## src/cq_pkg.sv

```systemverilog
// Package for the compacting queue: beat structs, action and status codes.
// Used by every module of the block; depends on nothing else.
package cq_pkg;

    // Fixed field widths of the request and result beats.
    localparam int unsigned WORD_W  = 32;
    localparam int unsigned ACT_W   = 2;
    localparam int unsigned POS_W   = 7;
    localparam int unsigned STAT_W  = 3;
    localparam int unsigned COUNT_W = 8;

    // Action codes; the fourth code means nothing and is rejected.
    localparam logic [ACT_W-1:0] ACT_APPEND      = 2'd0;
    localparam logic [ACT_W-1:0] ACT_REMOVE_AT   = 2'd1;
    localparam logic [ACT_W-1:0] ACT_FIND_REMOVE = 2'd2;

    // Status codes of a result.
    localparam logic [STAT_W-1:0] ST_OK       = 3'd0;
    localparam logic [STAT_W-1:0] ST_FULL     = 3'd1;
    localparam logic [STAT_W-1:0] ST_BADPOS   = 3'd2;
    localparam logic [STAT_W-1:0] ST_EMPTY    = 3'd3;
    localparam logic [STAT_W-1:0] ST_NOTFOUND = 3'd4;

    typedef logic signed [WORD_W-1:0] word_t;

    // One request beat.
    typedef struct packed {
        logic [ACT_W-1:0] action;
        word_t            value;
        logic [POS_W-1:0] position;
    } cq_req_t;

    // One result beat.
    typedef struct packed {
        logic [STAT_W-1:0]  status;
        word_t              removed_value;
        logic [POS_W-1:0]   removed_position;
        logic [COUNT_W-1:0] entry_count;
    } cq_rsp_t;

    // Control that the sequencer broadcasts to every cell.
    typedef struct packed {
        logic rotate;   // every cell but a kept tail takes its upper neighbor's word
        logic keep;     // the head word wraps around to the tail cell
        logic append;   // the selected cell loads the appended word
    } cq_cell_ctl_t;

endpackage

```

## src/cq_cell.sv

```systemverilog
// One storage cell of the queue chain: holds a single word.
// Depends on cq_pkg for the word type and the broadcast control struct.
module cq_cell #(
    parameter int unsigned CNT_W = 8,
    parameter int unsigned INDEX = 0
) (
    input  logic                 clk,
    input  cq_pkg::cq_cell_ctl_t ctl,
    input  logic [CNT_W-1:0]     sel_idx,
    input  cq_pkg::word_t        head_word,
    input  cq_pkg::word_t        nbr_word,
    input  cq_pkg::word_t        app_word,
    output cq_pkg::word_t        word
);
    import cq_pkg::*;

    word_t word_reg;
    word_t word_next;
    logic  is_sel;

    // This cell is the tail during a rotation, or the free slot on an append.
    assign is_sel = (sel_idx == CNT_W'(INDEX));

    // During a rotation the word moves one cell toward the head; the tail cell
    // takes the old head word unless that word is being dropped.
    always_comb
    begin
        word_next = word_reg;
        if (ctl.rotate)
        begin
            word_next = (ctl.keep && is_sel) ? head_word : nbr_word;
        end
        else if (ctl.append && is_sel)
        begin
            word_next = app_word;
        end
    end

    always_ff @(posedge clk)
    begin
        word_reg <= word_next;
    end

    assign word = word_reg;

endmodule

```

## config.mk

```make
export PLATFORM = sky130hd
export DESIGN_NAME = cq_cell
export DESIGN_NICKNAME = d
export VERILOG_FILES = /design/src/cq_pkg.sv /design/src/cq_cell.sv
export SDC_FILE = /design/constraint.sdc
export NUM_CORES = 1
export LEC_CHECK = 0
export ABC_AREA = 1
export BUFFER_PORTS_ARGS = -buffer_cell sky130_fd_sc_hd__buf_4
export CAP_MARGIN = 30
export CORE_MARGIN = 8
export CORE_UTILIZATION = 42
export CTS_CLUSTER_SIZE = 24
export DETAILED_ROUTE_END_ITERATION = 8
export PLACE_DENSITY = 0.9
export SLEW_MARGIN = 0
export SYNTH_ARGS = -nofsm -noshare
export SYNTH_HDL_FRONTEND = slang
export SYNTH_SLANG_ARGS = --single-unit
```

## constraint.sdc

```tcl
create_clock -name clk -period 2.3 [get_ports clk]
set_clock_uncertainty 0.1 [all_clocks]
set_input_delay 0 -clock clk [delete_from_list [all_inputs] [get_ports clk]]
set_output_delay 0 -clock clk [all_outputs]
set_load 0.05 [all_outputs]
```

==> flow_summary_export.csv, run 1 <==
group,metric,value,unit
outcome,run_status,"finished clean",
layout,ff_latch_area,961,um^2
global_routing,grt_max_degree,34,
logic_synthesis,ys_warn_count,0,
sta,fin_ws,0.359,ns
logic_synthesis,ys_ff_latch,32,
detailed_routing,ant_nets,0,
logic_synthesis,synth.top_cell.area_share,47.2,%
layout,n_antenna_cell,0,
critical_path,crit_type,"in2reg",
detailed_routing,drtPass1Iterations,4,
sta,period_minus_slack,1.94,ns
sta,final_hold_viol_count,0,
floorplan,num_rows,25,
critical_path,cp-start-kind,"input pin",
worst_hold_path,hold_path_depth,5,
detailed_routing,drtIter0Drc,196,
sta,grt_setup_unrepaired,"no",
global_routing,grt_pass1_wl,11900,um
cts,cts_buffer_depth,2,
sta,setup_violations,0,
floorplan,die_y,85.6,um
critical_path,endpoint_kind,"flop",
cts,clock-root-buffer,"clkbuf_8",
layout,fin_area,3610,um^2
detailed_routing,vias,2544,
cts,cts_sinks,32,
cts,cts_made_buffers,5,
global_routing,track_usage,20.2,%
critical_path,worstPathRequired,2.23,ns
detailed_routing,wl_per_cell,15.0,um
critical_path,arrival,1.87,ns
sta,whs,0.00560,ns
pwr,ir_drop,0.263,mV
placement,hpwl,5310,um
logic_synthesis,synth_top_cell_by_area,"edfxtp_1",
placement,gp_congestion,0.805,
worst_hold_path,holdPathEnd,"word[11]",
logic_synthesis,avgSynthCellArea,7.17,um^2
cts,htree_num_levels,2,
pwr,finalPower,0.00175,W
layout,largest_reg_flops,32,
cts,clkTransAtPathRegs,0.07,ns
detailed_routing,drc,0,
sta,finalCritPeriodShare,84.4,%
detailed_routing,viasPerCell,4.92,
pwr,power_density,485,nW/um^2
global_routing,antenna_found_initial,0,
placement,io_buffers,139,
floorplan,die_w,85.6,um
layout,syn2layout_area_growth,77.2,%
run,maxCapViolCount,0,
sta,slew_headroom,66.1,%
worst_hold_path,min_path_type,"in2reg",
placement,post_dp_cell_area,3080,um^2
logic_synthesis,syn_area,2040,um^2
sta,drv_slew,0,
logic_synthesis,syn_inst,284,
cts,tritoncts,"built",
worst_hold_path,hold_start,"nbr_word[11]",
logic_synthesis,synthTopCellsByArea,"edfxtp_1 47%, nand2_1 18%, nand3_1 16%",
floorplan,core-area,4690,um^2
logic_synthesis,yosysSeqAreaShare,47.2,%
logic_synthesis,synth_fp_nets,392,
pwr,power_leakage,2.01,nW
global_routing,gr-total-overflow,0,
critical_path,worstPathMaxFanout,20,
layout,multi_input_area,733,um^2
logic_synthesis,synth.distinct_cells,12,
layout,nFillCells,324,
sta,worst_pin_slew,0.507,ns
global_routing,first_global_vias,2622,
sta,fmax,515,MHz
cts,cts_resized,0,
floorplan,dieArea,7330,um^2
layout,nets,570,
sta,fin_setup_tns,0,ns
floorplan,ios,140,
detailed_routing,routed_wl,7730,um
placement,pre_cts_slack,0.656,ns
layout,drive_above_1_share,32.4,%
floorplan,start_util,43.4,%
cts,post_cts_buffers,0,
-- critical path, cell delays in order --
cell and delay, ns:
buf_4 0.11, nor2_1 0.10, nand2_1 0.09, nor2_4 0.43, buf_4 0.30, nand3_1 0.09
nand3_1 0.12, nand2_1 0.07, dlygate4sd3_1 0.55
-- kinds of logic after synthesis --
| group | count (synthesis) | synth area share (%) |
|---|---|---|
| simple gates | 170 | 36.0 |
| buf+inv | 82 | 16.8 |
| flops | 32 | 47.2 |
-- layout by cell type, fill, tap and decap left out --
| cell | n |
|---|---|
| buf_4 | 143 |
| clkbuf_1 | 2 |
| clkbuf_8 | 5 |
| clkinv_1 | 1 |
| dlygate4sd3_1 | 45 |
| edfxtp_1 | 32 |
| inv_1 | 65 |
| nand2_1 | 100 |
| nand2_4 | 1 |
| nand3_1 | 64 |
| nor2_1 | 4 |
| nor2_4 | 1 |
-- synth_stat cells --
cell,instances
edfxtp_1,32
buf_6,3
nand3_1,64
nor2_1,4
inv_1,65
buf_1,3
buf_4,3
nor2_4,1
nand2_1,100
nand2_4,1
buf_2,1
clkbuf_1,7
-- cell type report --
cell class,count,area share (%)
tap,54,1.87
clock inverter,1,0.104
timing repair buffer,188,42.2
multi-input combinational,170,20.3
inverter,65,6.76
sequential,32,26.6
clock buffer,7,2.11
-- power breakdown --
group	switching (W)	leakage [nW]	total, W	internal [W]
Sequential	0.0000151	0.312	0.000721	0.000706
Combinational	0.000349	1.66	0.000625	0.000276
Clock	0.000195	0.0399	0.000406	0.000210
-- layer usage --
metal / vias up / GRT usage (%) / part of all wire, %
met5: - / 0 / 0
met4: 0 / 8.44 / 2.9
met3: 20 / 6.30 / 10
met2: 167 / 36.5 / 52
met1: 1134 / 21.0 / 35
li1: 1223 / - / -
-- metrics by stage --
step,util (%),std cells
4_1_cts,76.9,517
6_report,76.9,517
5_1_grt,76.9,517
2_1_floorplan,-,284
3_3_place_gp,65.6,464
3_5_place_dp,65.6,464
-- timing repair --
action | in CTS | in global routing
hold buffers | 45 | 0
hold endpoints to repair | 32 | 0
endpoints found under the setup margin | 0 | 0
-- worst max-delay path by stage --
stage,from,endpoint,slack [ns],cells after the start
after CTS,sel_idx[1],word[8],0.42,9
after detailed placement,sel_idx[1],word[5],0.66,8
after floorplan,sel_idx[3],word[0],0.53,6
after global placement,sel_idx[3],word[12],0.69,7
final,sel_idx[1],word[8],0.36,9
after global routing,sel_idx[1],word[4],0.24,9
Power figures use the tool's default switching activity.
==> run 2: changes to the inputs <==
--- a/config.mk
+++ b/config.mk
@@ -9,10 +9,10 @@
 export BUFFER_PORTS_ARGS = -buffer_cell sky130_fd_sc_hd__buf_4
 export CAP_MARGIN = 30
 export CORE_MARGIN = 8
-export CORE_UTILIZATION = 42
+export CORE_UTILIZATION = 38
 export CTS_CLUSTER_SIZE = 24
 export DETAILED_ROUTE_END_ITERATION = 8
-export PLACE_DENSITY = 0.9
+export PLACE_DENSITY = 0.86
 export SLEW_MARGIN = 0
 export SYNTH_ARGS = -nofsm -noshare
 export SYNTH_HDL_FRONTEND = slang
==> constraint.sdc (replaced) <==
create_clock -name clk -period 1.7 [get_ports clk]
set_clock_uncertainty 0.1 [all_clocks]
set_input_delay 0 -clock clk [delete_from_list [all_inputs] [get_ports clk]]
set_output_delay 0 -clock clk [all_outputs]
set_load 0.05 [all_outputs]
==> run 2 against run 1 <==
Compared with the run above:
- sequential power up 35%
- clock power up 36%
- routed wire length grew 6.4%
- utilization is 3.5 points lower
- sequential cell count did not move
- hold slack worse by 0.0021 ns
- non-clock buffer count rose by 13
- count of clock-buffer cells in the layout down 2
- setup slack gained 0.065 ns
- highest routed layer unchanged
==> flow_summary_export.csv, run 2 (synthesis gave the netlist of run 1 again) <==
group,metric,value,unit
critical_path,worstPathMaxFanout,32,
detailed_routing,drc,0,
global_routing,first_global_vias,2708,
critical_path,path_cells,"buf_4, nor2_1, nand2_1, nor2_4, buf_4, nand2_4, nand2_1, nand3_1, nand2_1",
worst_hold_path,holdPathEnd,"word[21]",
sta,setup_violations,0,
critical_path,cp-start-kind,"input pin",
worst_hold_path,min_path_type,"in2reg",
cts,cts_buffer_depth,2,
sta,drv_slew,0,
floorplan,start_util,39.6,%
layout,n_antenna_cell,0,
cts,clock-root-buffer,"clkbuf_8",
pwr,power_leakage,2.07,nW
sta,final_hold_viol_count,0,
detailed_routing,drtPass1Iterations,5,
critical_path,crit_buf_inv,2,
floorplan,num_rows,26,
placement,post_dp_cell_area,3130,um^2
layout,nFillCells,394,
floorplan,die_w,89.2,um
detailed_routing,viasPerCell,4.73,
floorplan,core-area,5140,um^2
sta,grt_setup_unrepaired,"no",
critical_path,crit_type,"in2reg",
detailed_routing,ant_nets,0,
critical_path,cp_slowest_cell,"buf_4",
critical_path,endpoint_kind,"flop",
global_routing,track_usage,20.9,%
layout,nets,583,
detailed_routing,drtIter0Drc,120,
placement,gp_congestion,0.869,
layout,syn2layout_area_growth,85.2,%
critical_path,critical_path.max_stage_delay,0.24,ns
critical_path,worstPathRequired,1.75,ns
placement,hpwl,5310,um
layout,fin_area,3770,um^2
worst_hold_path,hold_start,"nbr_word[21]",
pwr,power_density,634,nW/um^2
sta,fmax,784,MHz
cts,post_cts_buffers,0,
floorplan,die_y,89.2,um
outcome,run_status,"finished clean",
cts,clkTransAtPathRegs,0.07,ns
critical_path,critPathMostFrequentCell,"nand2_1",
placement,io_buffers,139,
layout,final_cell_mix,"144 x buf_4, 99 x nand2_1, 65 x inv_1, 64 x nand3_1, 56 x dlygate4sd3_1",
cts,cts_made_buffers,5,
cts,htree_num_levels,2,
global_routing,grt_max_degree,34,
layout,largest_reg_flops,32,
global_routing,grt_pass1_wl,12500,um
pwr,ir_drop,0.342,mV
sta,worst_pin_slew,0.370,ns
detailed_routing,routed_wl,8230,um
cts,cts_sinks,32,
floorplan,dieArea,7960,um^2
floorplan,ios,140,
detailed_routing,wl_per_cell,15.1,um
critical_path,arrival,1.32,ns
sta,period_minus_slack,1.28,ns
global_routing,gr-total-overflow,0,
cts,tritoncts,"built",
sta,fin_setup_tns,0,ns
sta,finalCritPeriodShare,75.1,%
global_routing,antenna_found_initial,0,
detailed_routing,vias,2585,
critical_path,cp_top_family,"simple AND/OR/NAND/NOR gates",
cts,cts_resized,0,
sta,slew_headroom,75.4,%
worst_hold_path,hold_path_depth,5,
layout,final_common_cell,"buf_4",
run,maxCapViolCount,0,
layout,drive_above_1_share,32.6,%
[run 2: metrics by stage]
step	util (%)	power [W]	setup WS, ns	instances	hold slack, ns
global placement	60.9	0.00173	0.277	482	0.171
detailed placement	60.9	0.00174	0.195	482	0.175
global route	73.4	0.00249	0.336	546	0.0148
finish	73.4	0.00239	0.424	546	0.00352
floorplan	-	0.00140	0.223	284	0.0859
CTS	73.4	0.00238	0.488	546	0.00105
[run 2: final cells by class]
| cell class | instances | area [um^2] | area share (%) |
|---|---|---|---|
| Timing Repair Buffer | 201 | 1660 | 44.0 |
| Clock inverter | 3 | 13.8 | 0.365 |
| Inverter | 65 | 244 | 6.47 |
| Multi-Input combinational cell | 170 | 736 | 19.5 |
| Clock buffer | 5 | 68.8 | 1.82 |
| Tap cell | 70 | 87.6 | 2.32 |
| Sequential cell | 32 | 961 | 25.5 |
[run 2: timing repair]
item                                    CTS  global route
hold buffers                             56             0
endpoints found under the setup margin    0             0
hold endpoints to repair                 32             0
[run 2: how the worst max path moves through the flow]
| stage | from | end | slack, ns | cells after the start |
|---|---|---|---|---|
| CTS | sel_idx[1] | word[22] | 0.49 | 9 |
| floorplan | sel_idx[3] | word[0] | 0.22 | 6 |
| finish | sel_idx[1] | word[8] | 0.42 | 9 |
| detailed placement | sel_idx[1] | word[5] | 0.20 | 9 |
| global placement | sel_idx[1] | word[9] | 0.28 | 9 |
| global route | sel_idx[1] | word[6] | 0.34 | 9 |
[run 2: power by group]
group	switching (W)	internal, W
clock	0.000276	0.000277
combinational	0.000478	0.000386
sequential	0.0000200	0.000955
total	0.000774	0.00162
[run 2: layer usage]
metal | wire length, um | GRT usage (%)
met3 | 771 | 6.34
met5 | 0 | 0
met2 | 4240 | 37.4
met1 | 2760 | 19.6
met4 | 454 | 15.6
==> run 3: changes to the inputs <==
--- a/config.mk
+++ b/config.mk
@@ -5,14 +5,14 @@
 export SDC_FILE = /design/constraint.sdc
 export NUM_CORES = 1
 export LEC_CHECK = 0
-export ABC_AREA = 1
+export ABC_AREA = 0
 export BUFFER_PORTS_ARGS = -buffer_cell sky130_fd_sc_hd__buf_4
 export CAP_MARGIN = 30
 export CORE_MARGIN = 8
-export CORE_UTILIZATION = 38
+export CORE_UTILIZATION = 41
 export CTS_CLUSTER_SIZE = 24
 export DETAILED_ROUTE_END_ITERATION = 8
-export PLACE_DENSITY = 0.86
+export PLACE_DENSITY = 0.9
 export SLEW_MARGIN = 0
 export SYNTH_ARGS = -nofsm -noshare
 export SYNTH_HDL_FRONTEND = slang
==> constraint.sdc (replaced) <==
create_clock -name clk -period 1.2 [get_ports clk]
set_clock_uncertainty 0.1 [all_clocks]
set_input_delay 0 -clock clk [delete_from_list [all_inputs] [get_ports clk]]
set_output_delay 0 -clock clk [all_outputs]
set_load 0.05 [all_outputs]
==> run 3 against run 2 <==
Compared with the run above:
- the flow now finishes with violations (negative setup slack)
- hold slack better by 0.031 ns
- area after synthesis decreased by 5.7%
- first-iteration DRC count down 65%
- utilization grew 3.1 points
- routed wire length decreased by 22%
- die area decreased by 10%
- critical endpoint is now word[14]
==> flow_summary_export.csv, run 3 <==
group,metric,value,unit
critical_path,crit_start,"sel_idx[4]",
sta,fin_ws,-0.00140,ns
global_routing,antenna_found_initial,1,
logic_synthesis,synthTopCellsByArea,"edfxtp_1 50%, mux2_4 23%, mux2_2 12%",
logic_synthesis,synth_ff_type,"edfxtp_1",
sta,grt_setup_unrepaired,"yes",
global_routing,first_global_vias,1895,
outcome,run_status,"finished, violations left",
floorplan,die_y,84.4,um
logic_synthesis,synth.distinct_cells,9,
layout,nFillCells,289,
critical_path,cp_top_family,"simple AND/OR/NAND/NOR gates",
logic_synthesis,ys_warn_count,0,
pwr,power_leakage,1.68,nW
critical_path,cp.depth,5,
cts,clock-root-buffer,"clkbuf_8",
pwr,ir_drop,0.696,mV
sta,worst_pin_slew,0.300,ns
floorplan,start_util,41.5,%
floorplan,die_w,84.4,um
global_routing,grt_pass1_wl,9670,um
logic_synthesis,yosysMostFrequentCell,"edfxtp_1",
cts,tritoncts,"built",
logic_synthesis,synth_fp_nets,215,
logic_synthesis,yosysSeqAreaShare,50.0,%
worst_hold_path,hold_path_depth,3,
pwr,power_density,952,nW/um^2
critical_path,endpoint_kind,"flop",
detailed_routing,drtPass1Iterations,4,
logic_synthesis,synth_edf_count,32,
logic_synthesis,synth_top_cell_by_area,"edfxtp_1",
detailed_routing,routed_wl,6400,um
logic_synthesis,ys_ff_latch,32,
logic_synthesis,synthArstFlopShare,0,%
logic_synthesis,synth_common_cells,"32 x edfxtp_1, 30 x mux2_4, 21 x mux2_2, 13 x mux2_1, 4 x buf_2",
critical_path,endpoint,"word[14]",
cts,htree_num_levels,2,
critical_path,arrival,1.13,ns
logic_synthesis,synth.top_cell.area_share,50.0,%
floorplan,ios,140,
global_routing,grt_max_degree,19,
outcome,violations,"negative setup slack",
critical_path,cp_slowest_cell,"nor4_4",
sta,fmax,832,MHz
critical_path,critical_path.max_stage_delay,0.33,ns
placement,io_buffers,139,
critical_path,crit_type,"in2reg",
floorplan,core-area,4630,um^2
sta,setup_violations,1,
cts,cts_buffer_depth,2,
placement,pre_cts_slack,-0.312,ns
layout,largest_reg_flops,32,
layout,final_common_cell,"buf_4",
run,maxCapViolCount,0,
sta,finalCritPeriodShare,100,%
critical_path,crit_buf_inv,2,
layout,final_cell_mix,"138 x buf_4, 32 x dlygate4sd3_1, 32 x edfxtp_1, 31 x mux2_4, 21 x mux2_2",
logic_synthesis,syn_area,1920,um^2
pwr,finalPower,0.00337,W
critical_path,worstPathRequired,1.13,ns
critical_path,cp-start-kind,"input pin",
detailed_routing,drtIter0Drc,42,
layout,drive_above_1_share,73.2,%
placement,gp_congestion,0.695,
detailed_routing,drc,0,
sta,drv_slew,0,
detailed_routing,wl_per_cell,18.7,um
layout,nets,394,
global_routing,track_usage,17.6,%
critical_path,worstPathMaxFanout,16,
cts,cts_sinks,32,
cts,cts_made_buffers,5,
global_routing,gr-total-overflow,0,
worst_hold_path,min_path_type,"in2reg",
detailed_routing,ant_nets,0,
cts,clkTransAtPathRegs,0.07,ns
sta,slew_headroom,79.8,%
layout,syn2layout_area_growth,84.4,%
logic_synthesis,syn_inst,107,
detailed_routing,viasPerCell,4.82,
sta,period_minus_slack,1.20,ns
detailed_routing,vias,1647,
floorplan,dieArea,7130,um^2
logic_synthesis,avgSynthCellArea,17.9,um^2
sta,final_hold_viol_count,0,
floorplan,num_rows,25,
critical_path,path_cells,"buf_4, nor4_4, nand4_4, buf_12, mux2_4",
==> run 3: cell types whose count changed after synthesis, sizes merged, moves of 3 or more <==
cell,before,now
buf,10,7
clkbuf,7,0
inv,65,0
mux2,0,64
nand2,101,0
nand3,64,0
nor2,5,0
==> run 3: per-stage QoR <==
step                      instance area (um^2)  std cells  setup TNS [ns]  hold slack (ns)  util [%]
final                                     3540        342        -0.00140           0.0349      76.5
after global routing                      3540        342          -0.115           0.0268      76.5
after CTS                                 3530        341               0           0.0231      76.3
after detailed placement                  3120        301          -14.76            0.192      67.4
after global placement                    3120        301          -13.20            0.188      67.4
after floorplan                           1930        107           -4.73            0.101         -
==> run 3: repair_timing <==
| action | in CTS | in global routing |
|---|---|---|
| resized for setup | 2 | 2 |
| setup buffers | 0 | 0 |
| hold buffers | 32 | 0 |
| setup endpoints to repair | 2 | 32 |
| hold endpoints to repair | 32 | 0 |
==> run 3: area by class of cell <==
| cell class | count | area [um^2] | share of cell area [%] |
|---|---|---|---|
| antenna | 1 | 2.50 | 0.0706 |
| clock buffer | 5 | 68.8 | 1.94 |
| clock inverter | 3 | 13.8 | 0.389 |
| multi-input combinational | 68 | 918 | 25.9 |
| sequential | 32 | 961 | 27.1 |
| tap | 54 | 67.6 | 1.91 |
| timing repair buffer | 179 | 1510 | 42.6 |
==> run 3: logic make-up after synthesis <==
| logic type | count (synthesis) | share of synthesized area (%) |
|---|---|---|
| multiplexers | 64 | 43.4 |
| flip-flops | 32 | 50.0 |
| buffers and inverters | 7 | 2.80 |
| AND/OR/NAND/NOR | 3 | 3.32 |
| AO/OA/AOI/OAI | 1 | 0.456 |
==> run 3: worst min-delay path by stage <==
stage	start	end	slack (ns)
floorplan	head_word[0]	word[0]	0.10
global placement	head_word[0]	word[0]	0.19
detailed placement	head_word[0]	word[0]	0.19
CTS	app_word[10]	word[10]	0.02
global route	app_word[10]	word[10]	0.03
finish	app_word[10]	word[10]	0.03
==> run 3: metal layers <==
metal | up-vias | routed length (um) | GRT usage (%)
li1 | 776 | - | -
met5 | - | 0 | 0
met1 | 765 | 2030 | 14.8
met3 | 14 | 800 | 10.7
met4 | 0 | 204 | 8.09
met2 | 92 | 3360 | 31.9
==> run 3: where the power goes <==
part	switching, W	internal (W)	total [W]	leakage (nW)
logic	0.000589	0.000620	0.00121	1.32
clock network	0.000387	0.000393	0.000780	0.0453
registers	0.0000293	0.00135	0.00138	0.313
